$ cat config.mk
export PLATFORM = sky130hd
export DESIGN_NAME = longest_prefix_route_counter
export DESIGN_NICKNAME = d
export VERILOG_FILES = /design/src/lprc_pkg.sv /design/src/longest_prefix_route_counter.sv /design/src/lprc_ram.sv
export SDC_FILE = /design/constraint.sdc
export NUM_CORES = 2
export LEC_CHECK = 0
export BUFFER_PORTS_ARGS = -buffer_cell sky130_fd_sc_hd__buf_4
export CORE_AREA = 2 2 567 569
export CTS_BUF_LIST = sky130_fd_sc_hd__clkbuf_8
export DETAILED_ROUTE_END_ITERATION = 12
export DIE_AREA = 0 0 569 571
export HOLD_SLACK_MARGIN = 0.08
export PLACE_DENSITY = 0.68
export SYNTH_ARGS = -nofsm -noshare
export SYNTH_HDL_FRONTEND = slang
export SYNTH_SLANG_ARGS = --single-unit
export TNS_END_PERCENT = 10
$ cat constraint.sdc
create_clock -name clk -period 12.7 [get_ports clk]
set_clock_uncertainty 0.15 [all_clocks]
set_input_delay 0.635 -clock clk [delete_from_list [all_inputs] [get_ports clk]]
set_output_delay 0.635 -clock clk [all_outputs]
set_load 0.05 [all_outputs]
$ cat src/lprc_pkg.sv
// ---------------------------------------------------------------------------
// lprc_pkg
// Shared types and constants for the longest prefix route counter.
// ---------------------------------------------------------------------------
package lprc_pkg;

    localparam int ADDR_BITS = 32;
    localparam int OPC_W     = 2;
    localparam int IDX_W     = 6;
    localparam int LEN_W     = 6;
    localparam int LINK_W    = 5;
    localparam int RC_W      = 7;

    localparam logic [OPC_W-1:0] OP_WRITE = 2'd0;
    localparam logic [OPC_W-1:0] OP_ROUTE = 2'd1;
    localparam logic [OPC_W-1:0] OP_READ  = 2'd2;

    typedef struct packed {
        logic [ADDR_BITS-1:0] prefix;
        logic [LEN_W-1:0]     len;
        logic [LINK_W-1:0]    link;
    } route_entry_t;

endpackage

$ cat src/longest_prefix_route_counter.sv
// Steps: a write, an unused opcode or a read past LINKS goes to the output stage;
// a counter read reads the counter RAM; a lookup scans route table entries 0 to
// min(route_count, ROUTES) - 1, one per cycle, then updates the chosen link's counter.
// Throughput: one word at a time; the next word is taken the cycle after the previous
// one reaches the output register.
// Reset: counters read as zero and route_count is 0; the route table is undefined.
// ---------------------------------------------------------------------------
// longest_prefix_route_counter
// IPv4 longest prefix match over a RAM route table with per-link counters.
// ---------------------------------------------------------------------------
module longest_prefix_route_counter #(
    parameter int ROUTES = 64,
    parameter int LINKS  = 16
) (
    input  logic                               clk,
    input  logic                               rst_n,
    input  logic                               cfg_wr_en,
    input  logic [lprc_pkg::RC_W-1:0]          cfg_wr_data,
    input  logic                               in_valid,
    output logic                               in_stall,
    input  logic [lprc_pkg::OPC_W-1:0]         opcode,
    input  logic [lprc_pkg::IDX_W-1:0]         entry_index,
    input  logic [lprc_pkg::ADDR_BITS-1:0]     route_prefix,
    input  logic [lprc_pkg::LEN_W-1:0]         prefix_length,
    input  logic [lprc_pkg::LINK_W-1:0]        link_number,
    input  logic [lprc_pkg::ADDR_BITS-1:0]     packet_address,
    output logic                               out_valid,
    input  logic                               out_stall,
    output logic [lprc_pkg::LINK_W-1:0]        chosen_link,
    output logic [lprc_pkg::ADDR_BITS-1:0]     link_count
);

    import lprc_pkg::*;

    localparam int AW   = (ROUTES > 1) ? $clog2(ROUTES) : 1;
    localparam int CNTW = $clog2(ROUTES + 1);
    localparam int CW   = $clog2(LINKS + 1);
    localparam int EW   = $bits(route_entry_t);

    typedef enum logic [2:0] {
        S_IDLE,
        S_SCAN,
        S_CNT_RD,
        S_CNT_WR,
        S_DONE
    } state_t;

    state_t                 state_reg, state_next;
    logic [RC_W-1:0]        route_count_reg;
    logic [OPC_W-1:0]       op_reg, op_next;
    logic [ADDR_BITS-1:0]   addr_reg, addr_next;
    logic [CNTW-1:0]        n_reg, n_next;
    logic [CNTW-1:0]        scan_cnt_reg, scan_cnt_next;
    logic                   pend_reg, pend_next;
    logic [LEN_W-1:0]       best_len_reg, best_len_next;
    logic [LINK_W-1:0]      best_link_reg, best_link_next;
    logic [CW-1:0]          cnt_idx_reg, cnt_idx_next;
    logic [LINK_W-1:0]      res_link_reg, res_link_next;
    logic [ADDR_BITS-1:0]   res_count_reg, res_count_next;
    logic                   out_valid_reg, out_valid_next;
    logic [LINK_W-1:0]      chosen_reg, chosen_next;
    logic [ADDR_BITS-1:0]   count_reg, count_next;
    logic [LINKS:0]         cvalid_reg;

    // route table
    logic                   route_we;
    logic [AW-1:0]          route_waddr;
    route_entry_t           route_wdata;
    logic                   route_re;
    logic [EW-1:0]          route_rdata;
    route_entry_t           entry;

    // counters
    logic                   cnt_we;
    logic                   cnt_re;
    logic [ADDR_BITS-1:0]   cnt_rdata;
    logic [ADDR_BITS-1:0]   cnt_wdata;
    logic [ADDR_BITS-1:0]   cnt_cur;

    logic [31:0]            entry32;
    logic [31:0]            rd_link32;
    logic [31:0]            ch32;
    logic [LINK_W-1:0]      chosen_clamp;
    logic [LINK_W-1:0]      wr_link_clamp;
    logic [LEN_W-1:0]       len_eff;
    logic [ADDR_BITS-1:0]   mask;
    logic                   hit;

    assign entry32      = 32'(entry_index);
    assign rd_link32    = 32'(link_number);
    assign route_waddr  = entry32[AW-1:0];

    assign wr_link_clamp = (32'(link_number) > LINKS) ? LINK_W'(LINKS) : link_number;
    assign chosen_clamp  = (32'(best_link_reg) > LINKS) ? LINK_W'(LINKS) : best_link_reg;
    assign ch32          = 32'(chosen_clamp);

    assign route_wdata.prefix = route_prefix;
    assign route_wdata.len    = prefix_length;
    assign route_wdata.link   = wr_link_clamp;

    assign entry   = route_entry_t'(route_rdata);
    // lengths above 32 act as 32
    assign len_eff = (entry.len > LEN_W'(ADDR_BITS)) ? LEN_W'(ADDR_BITS) : entry.len;
    assign mask    = (len_eff == '0) ? '0
                   : ({ADDR_BITS{1'b1}} << (LEN_W'(ADDR_BITS) - len_eff));
    assign hit     = ((addr_reg & mask) == (entry.prefix & mask)) && (len_eff > best_len_reg);

    assign cnt_cur   = cvalid_reg[cnt_idx_reg] ? cnt_rdata : '0;
    // saturate at all ones
    assign cnt_wdata = (cnt_cur == {ADDR_BITS{1'b1}}) ? cnt_cur : cnt_cur + 1'b1;

    assign in_stall    = (state_reg != S_IDLE);
    assign out_valid   = out_valid_reg;
    assign chosen_link = chosen_reg;
    assign link_count  = count_reg;

    always_comb
    begin
        state_next     = state_reg;
        op_next        = op_reg;
        addr_next      = addr_reg;
        n_next         = n_reg;
        scan_cnt_next  = scan_cnt_reg;
        pend_next      = pend_reg;
        best_len_next  = best_len_reg;
        best_link_next = best_link_reg;
        cnt_idx_next   = cnt_idx_reg;
        res_link_next  = res_link_reg;
        res_count_next = res_count_reg;
        out_valid_next = out_valid_reg;
        chosen_next    = chosen_reg;
        count_next     = count_reg;
        route_we       = 1'b0;
        route_re       = 1'b0;
        cnt_we         = 1'b0;
        cnt_re         = 1'b0;

        if (out_valid_reg && !out_stall)
        begin
            out_valid_next = 1'b0;
        end

        case (state_reg)
            S_IDLE:
            begin
                if (in_valid)
                begin
                    op_next        = opcode;
                    addr_next      = packet_address;
                    res_link_next  = '0;
                    res_count_next = '0;
                    case (opcode)
                        OP_WRITE:
                        begin
                            route_we   = (entry32 < ROUTES);
                            state_next = S_DONE;
                        end
                        OP_ROUTE:
                        begin
                            n_next = (32'(route_count_reg) > ROUTES) ? CNTW'(ROUTES)
                                                                     : CNTW'(route_count_reg);
                            scan_cnt_next  = '0;
                            pend_next      = 1'b0;
                            best_len_next  = '0;
                            best_link_next = '0;
                            state_next     = S_SCAN;
                        end
                        OP_READ:
                        begin
                            if (rd_link32 <= LINKS)
                            begin
                                cnt_idx_next = rd_link32[CW-1:0];
                                state_next   = S_CNT_RD;
                            end
                            else
                            begin
                                state_next = S_DONE;
                            end
                        end
                        default:
                        begin
                            state_next = S_DONE;
                        end
                    endcase
                end
            end
            S_SCAN:
            begin
                // compare the entry read last cycle, issue the next read
                if (pend_reg && hit)
                begin
                    best_len_next  = len_eff;
                    best_link_next = entry.link;
                end
                if (scan_cnt_reg < n_reg)
                begin
                    route_re      = 1'b1;
                    scan_cnt_next = CNTW'(scan_cnt_reg + 1'b1);
                    pend_next     = 1'b1;
                end
                else
                begin
                    pend_next = 1'b0;
                end
                if (!pend_reg && (scan_cnt_reg == n_reg))
                begin
                    cnt_idx_next = ch32[CW-1:0];
                    state_next   = S_CNT_RD;
                end
            end
            S_CNT_RD:
            begin
                cnt_re     = 1'b1;
                state_next = S_CNT_WR;
            end
            S_CNT_WR:
            begin
                if (op_reg == OP_ROUTE)
                begin
                    cnt_we         = 1'b1;
                    res_link_next  = chosen_clamp;
                    res_count_next = cnt_wdata;
                end
                else
                begin
                    res_link_next  = '0;
                    res_count_next = cnt_cur;
                end
                state_next = S_DONE;
            end
            S_DONE:
            begin
                if (!out_valid_reg || !out_stall)
                begin
                    out_valid_next = 1'b1;
                    chosen_next    = res_link_reg;
                    count_next     = res_count_reg;
                    state_next     = S_IDLE;
                end
            end
            default:
            begin
                state_next = S_IDLE;
            end
        endcase
    end

    always_ff @(posedge clk or negedge rst_n)
    begin
        if (!rst_n)
        begin
            state_reg       <= S_IDLE;
            route_count_reg <= '0;
            op_reg          <= '0;
            addr_reg        <= '0;
            n_reg           <= '0;
            scan_cnt_reg    <= '0;
            pend_reg        <= 1'b0;
            best_len_reg    <= '0;
            best_link_reg   <= '0;
            cnt_idx_reg     <= '0;
            res_link_reg    <= '0;
            res_count_reg   <= '0;
            out_valid_reg   <= 1'b0;
            chosen_reg      <= '0;
            count_reg       <= '0;
            cvalid_reg      <= '0;
        end
        else
        begin
            state_reg     <= state_next;
            op_reg        <= op_next;
            addr_reg      <= addr_next;
            n_reg         <= n_next;
            scan_cnt_reg  <= scan_cnt_next;
            pend_reg      <= pend_next;
            best_len_reg  <= best_len_next;
            best_link_reg <= best_link_next;
            cnt_idx_reg   <= cnt_idx_next;
            res_link_reg  <= res_link_next;
            res_count_reg <= res_count_next;
            out_valid_reg <= out_valid_next;
            chosen_reg    <= chosen_next;
            count_reg     <= count_next;
            if (cfg_wr_en)
            begin
                route_count_reg <= cfg_wr_data;
            end
            if (cnt_we)
            begin
                cvalid_reg[cnt_idx_reg] <= 1'b1;
            end
        end
    end

    lprc_ram #(
        .WIDTH (EW),
        .DEPTH (ROUTES)
    ) u_route_ram (
        .clk   (clk),
        .we    (route_we),
        .waddr (route_waddr),
        .wdata (route_wdata),
        .re    (route_re),
        .raddr (scan_cnt_reg[AW-1:0]),
        .rdata (route_rdata)
    );

    lprc_ram #(
        .WIDTH (ADDR_BITS),
        .DEPTH (LINKS + 1)
    ) u_count_ram (
        .clk   (clk),
        .we    (cnt_we),
        .waddr (cnt_idx_reg),
        .wdata (cnt_wdata),
        .re    (cnt_re),
        .raddr (cnt_idx_reg),
        .rdata (cnt_rdata)
    );

`ifndef SYNTHESIS
    a_scan_bound: assert property (@(posedge clk) disable iff (!rst_n)
        (state_reg == S_SCAN) |-> (scan_cnt_reg <= n_reg))
        else $error("scan ran past the active route count");

    a_cnt_write_op: assert property (@(posedge clk) disable iff (!rst_n)
        cnt_we |-> ((state_reg == S_CNT_WR) && (op_reg == OP_ROUTE)))
        else $error("counter written outside a route update");

    a_cnt_idx_range: assert property (@(posedge clk) disable iff (!rst_n)
        (state_reg == S_CNT_RD) |-> (32'(cnt_idx_reg) <= LINKS))
        else $error("counter index beyond last link");

    a_out_link_range: assert property (@(posedge clk) disable iff (!rst_n)
        out_valid_reg |-> (32'(chosen_reg) <= LINKS))
        else $error("chosen link beyond last link");

    a_scan_pending: assert property (@(posedge clk) disable iff (!rst_n)
        route_re |=> pend_reg)
        else $error("route read issued without a pending compare");
`endif

endmodule

$ cat src/lprc_ram.sv
// ---------------------------------------------------------------------------
// lprc_ram
// Single-port-write, single-port-read RAM with a registered read.
// ---------------------------------------------------------------------------
module lprc_ram #(
    parameter int WIDTH = 8,
    parameter int DEPTH = 16,
    parameter int AW    = (DEPTH > 1) ? $clog2(DEPTH) : 1
) (
    input  logic             clk,
    input  logic             we,
    input  logic [AW-1:0]    waddr,
    input  logic [WIDTH-1:0] wdata,
    input  logic             re,
    input  logic [AW-1:0]    raddr,
    output logic [WIDTH-1:0] rdata
);

    logic [WIDTH-1:0] mem [DEPTH];
    logic [WIDTH-1:0] rdata_reg;

    always_ff @(posedge clk)
    begin
        if (we)
        begin
            mem[waddr] <= wdata;
        end
        if (re)
        begin
            rdata_reg <= mem[raddr];
        end
    end

    assign rdata = rdata_reg;

endmodule

==> metrics.txt <==
outcome=finished, final reports clean; commonest register cell after synthesis=edfxtp_1; I/O Pins=134; XOR/XNOR share of the synthesized area=0.5790%; Post-Syn Instances=5948; CP required=13190 ps; CP endpoint kind=flip-flop; number of synthesized register bits=3538; initial DRC count=9253; RSZ-0062 raised after global routing=false; drt wl/cell=31.54 um; largest net degree at the start of global routing=133; endpoints failing setup=0; Cells after DPL=10110; first-pass GRT wire length=496.2 mm; Final Hold Vio Count=0; RePlAce Congestion=0.8125; CTS clk-pin slew, worst paths=60 ps; net switching power=8384 uW; Pint=20850 uW; H-tree levels=6; CP Max Fanout=55; DIE WIDTH=569 um; final core utilization=48.25%; GRT Overall Usage=21.49%; most common cell after layout, fill and taps aside=edfxtp_1; critical path class=reg -> reg; VDD IR max=0.0002050 V; antenna violations before repair=25; post-synthesis adder-cell area fraction=0.2019%; cell area after synthesis=136400 sq um; fmax=151.8 MHz; Leak Pwr=0.04873 uW; Hold Slack=150.3 ps; Least-Margin Pin Slew=1450 ps; max layer used=met5; ANT nets after route=0; Synth Warn #=0; FP Rows=208; Clock power frac=30.2%; final wirelength=353.2 mm; Num Clock Sinks=3538; power per standard cell area=189.7 nW/um^2; period utilization=51.87%; power share of the combinational group=22.6%; setup TNS=0 ps; post-synthesis simple-gate area fraction=1.896%; average vias per placed instance=5.941; Post-synth ARST share=4.720%; flip-flop count of the largest register after layout=2752; core area=319300 sq um; Clk Latency, worst-skew pair=1090 ps; Syn Area/Cell=22.92 sq um; register share of total power=47.2%; Post-synth EDFFs=3371; Final Net Count=6684; IO Port Bufs=133; CTS Root Cell=clkbuf_8; minimum clock period=6587 ps; met2 WL=174.1 mm; Die Span Y=571 um; CTS buffer count=562; initial core utilization=42.70%; CTS Buffer Depth=4; hold crit path type=in -> reg; DRT Pass-1 Iters=6; Vias=66550; hpwl dp=190.1 mm; DR DRC count=0; M1 WL=133.8 mm; Non-Filler Instances=11200; Synth cell types=75; most frequent cells in the layout=edfxtp_1, mux4_2, clkbuf_8; switch share=28.68%; total gr overflow=0; number of global-route vias before repair=67020; die area=324900 sq um; post-synthesis sequential area ratio=77.30%; largest family of logic cells by synthesized area=multiplexers; share of layout cells above drive strength 1=31.27%; maxcap violations=0; CP Launch Type=flip-flop; Worst EP arrival=7080 ps; CTS tree=yes; layout overhead on the synthesized area=12.99%; fraction of the mapped netlist area in compound gates=1.196%; Slew Limit Headroom=3.348%; fin. max-slew vios=0; synthesized net count=6065; post-CTS resize count=0; # fillers=25220; multiplexer share of the synthesized area=17.73%; routed wl met3=34.04 mm
==> synthesized netlist by cell type, drive strengths merged, types with 11 or more instances <==
library cell	count	area, sq um
nand2	204	765.7
o21ai	108	540.5
nand3	30	150.1
nand4	14	93.84
nor2b	12	82.58
or2	20	125.1
mux2	64	720.7
nor3	18	95.09
a21oi	60	307.8
inv	28	105.1
nor2	179	671.9
buf	129	641.9
ha	22	275.3
a22oi	33	247.7
nand2b	16	100.1
mux2i	48	480.5
mux4	1020	22970
xnor2	48	439.2
clkbuf	188	735.7
a32o	11	110.1
edfxtp	3371	101200
dfrtp	167	4179
xor2	40	350.3
or3	11	68.82
==> per-layer routing <==
| metal | GRT usage [%] | up-vias |
|---|---|---|
| li1 | - | 26420 |
| met3 | 4.563 | 602 |
| met5 | 0 | - |
| met4 | 7.195 | 10 |
| met1 | 28.79 | 35810 |
| met2 | 35.13 | 3704 |
==> kinds of logic after synthesis <==
group | count (synthesis)
multiplexers | 1132
AO/OA/AOI/OAI | 261
buffers and inverters | 346
adder cells (fa/ha/maj) | 22
flip-flops | 3538
AND/OR/NAND/NOR | 561
XOR/XNOR | 88
==> worst max-delay path: stages, from the launching register on <==
cell and delay, ps:
dfrtp_4 670, buf_4 730, mux4_2 400, and3b_1 200, o31ai_4 210, buf_4 480, nor2b_1 160, ha_1 280
and4_1 250, nand4_2 140, or4_1 440, nand4_1 370, nor3_1 550, nand2_1 150, xor2_1 180, nor2_1 750
==> worst paths after layout <==
check	depth (start not counted)	from	endpoint	slack, ps
hold / removal	4	packet_address[28]	addr_reg[28]	150
setup reg to reg	15	cnt_idx_reg[1]	u_count_ram.mem[10][29]	6110
min in group asynchronous	2	rst_n	link_count[18]	170
max in group asynchronous	3	rst_n	cnt_idx_reg[0]	10500
setup / recovery	15	cnt_idx_reg[1]	u_count_ram.mem[10][29]	6110
hold reg to reg	1	cvalid_reg[10]	cvalid_reg[10]	320
==> final cells by class <==
| cell class | instances | area [sq um] | share of cell area [%] |
|---|---|---|---|
| repair buffers | 373 | 3117 | 2.023 |
| diodes | 13 | 32.53 | 0.02112 |
| clock buffers | 578 | 7955 | 5.164 |
| flip-flops and latches | 3538 | 105400 | 68.44 |
| multi-input cells | 2064 | 30110 | 19.54 |
| well taps | 4200 | 5255 | 3.411 |
| inverters | 28 | 106.4 | 0.06903 |
| clock inverters | 407 | 2046 | 1.328 |
==> timing repair <==
action,CTS,global route
hold endpoints to repair,2651,0
endpoints found under the setup margin,0,0
buffers inserted,0,0
hold buffers,94,0
==> power by group through the flow <==
| stage | registers [uW] | clock network [uW] | logic [uW] |
|---|---|---|---|
| 2_1_floorplan | 13800 | 0 | 4830 |
| 3_3_place_gp | 14000 | 0 | 6550 |
| 3_5_place_dp | 14000 | 0 | 6640 |
| 4_1_cts | 13800 | 8960 | 6680 |
| 5_1_grt | 13800 | 9460 | 7010 |
| 6_report | 13800 | 8820 | 6600 |
==> through the flow <==
step	instance area, sq um	worst slack [ps]	total power, uW
final	154100	6113	29230
after global routing	154000	5834	30310
after CTS	154000	6216	29450
after detailed placement	143100	6252	20680
after global placement	143100	6394	20590
after floorplan	136400	7412	18640
Power figures use the tool's default switching activity.
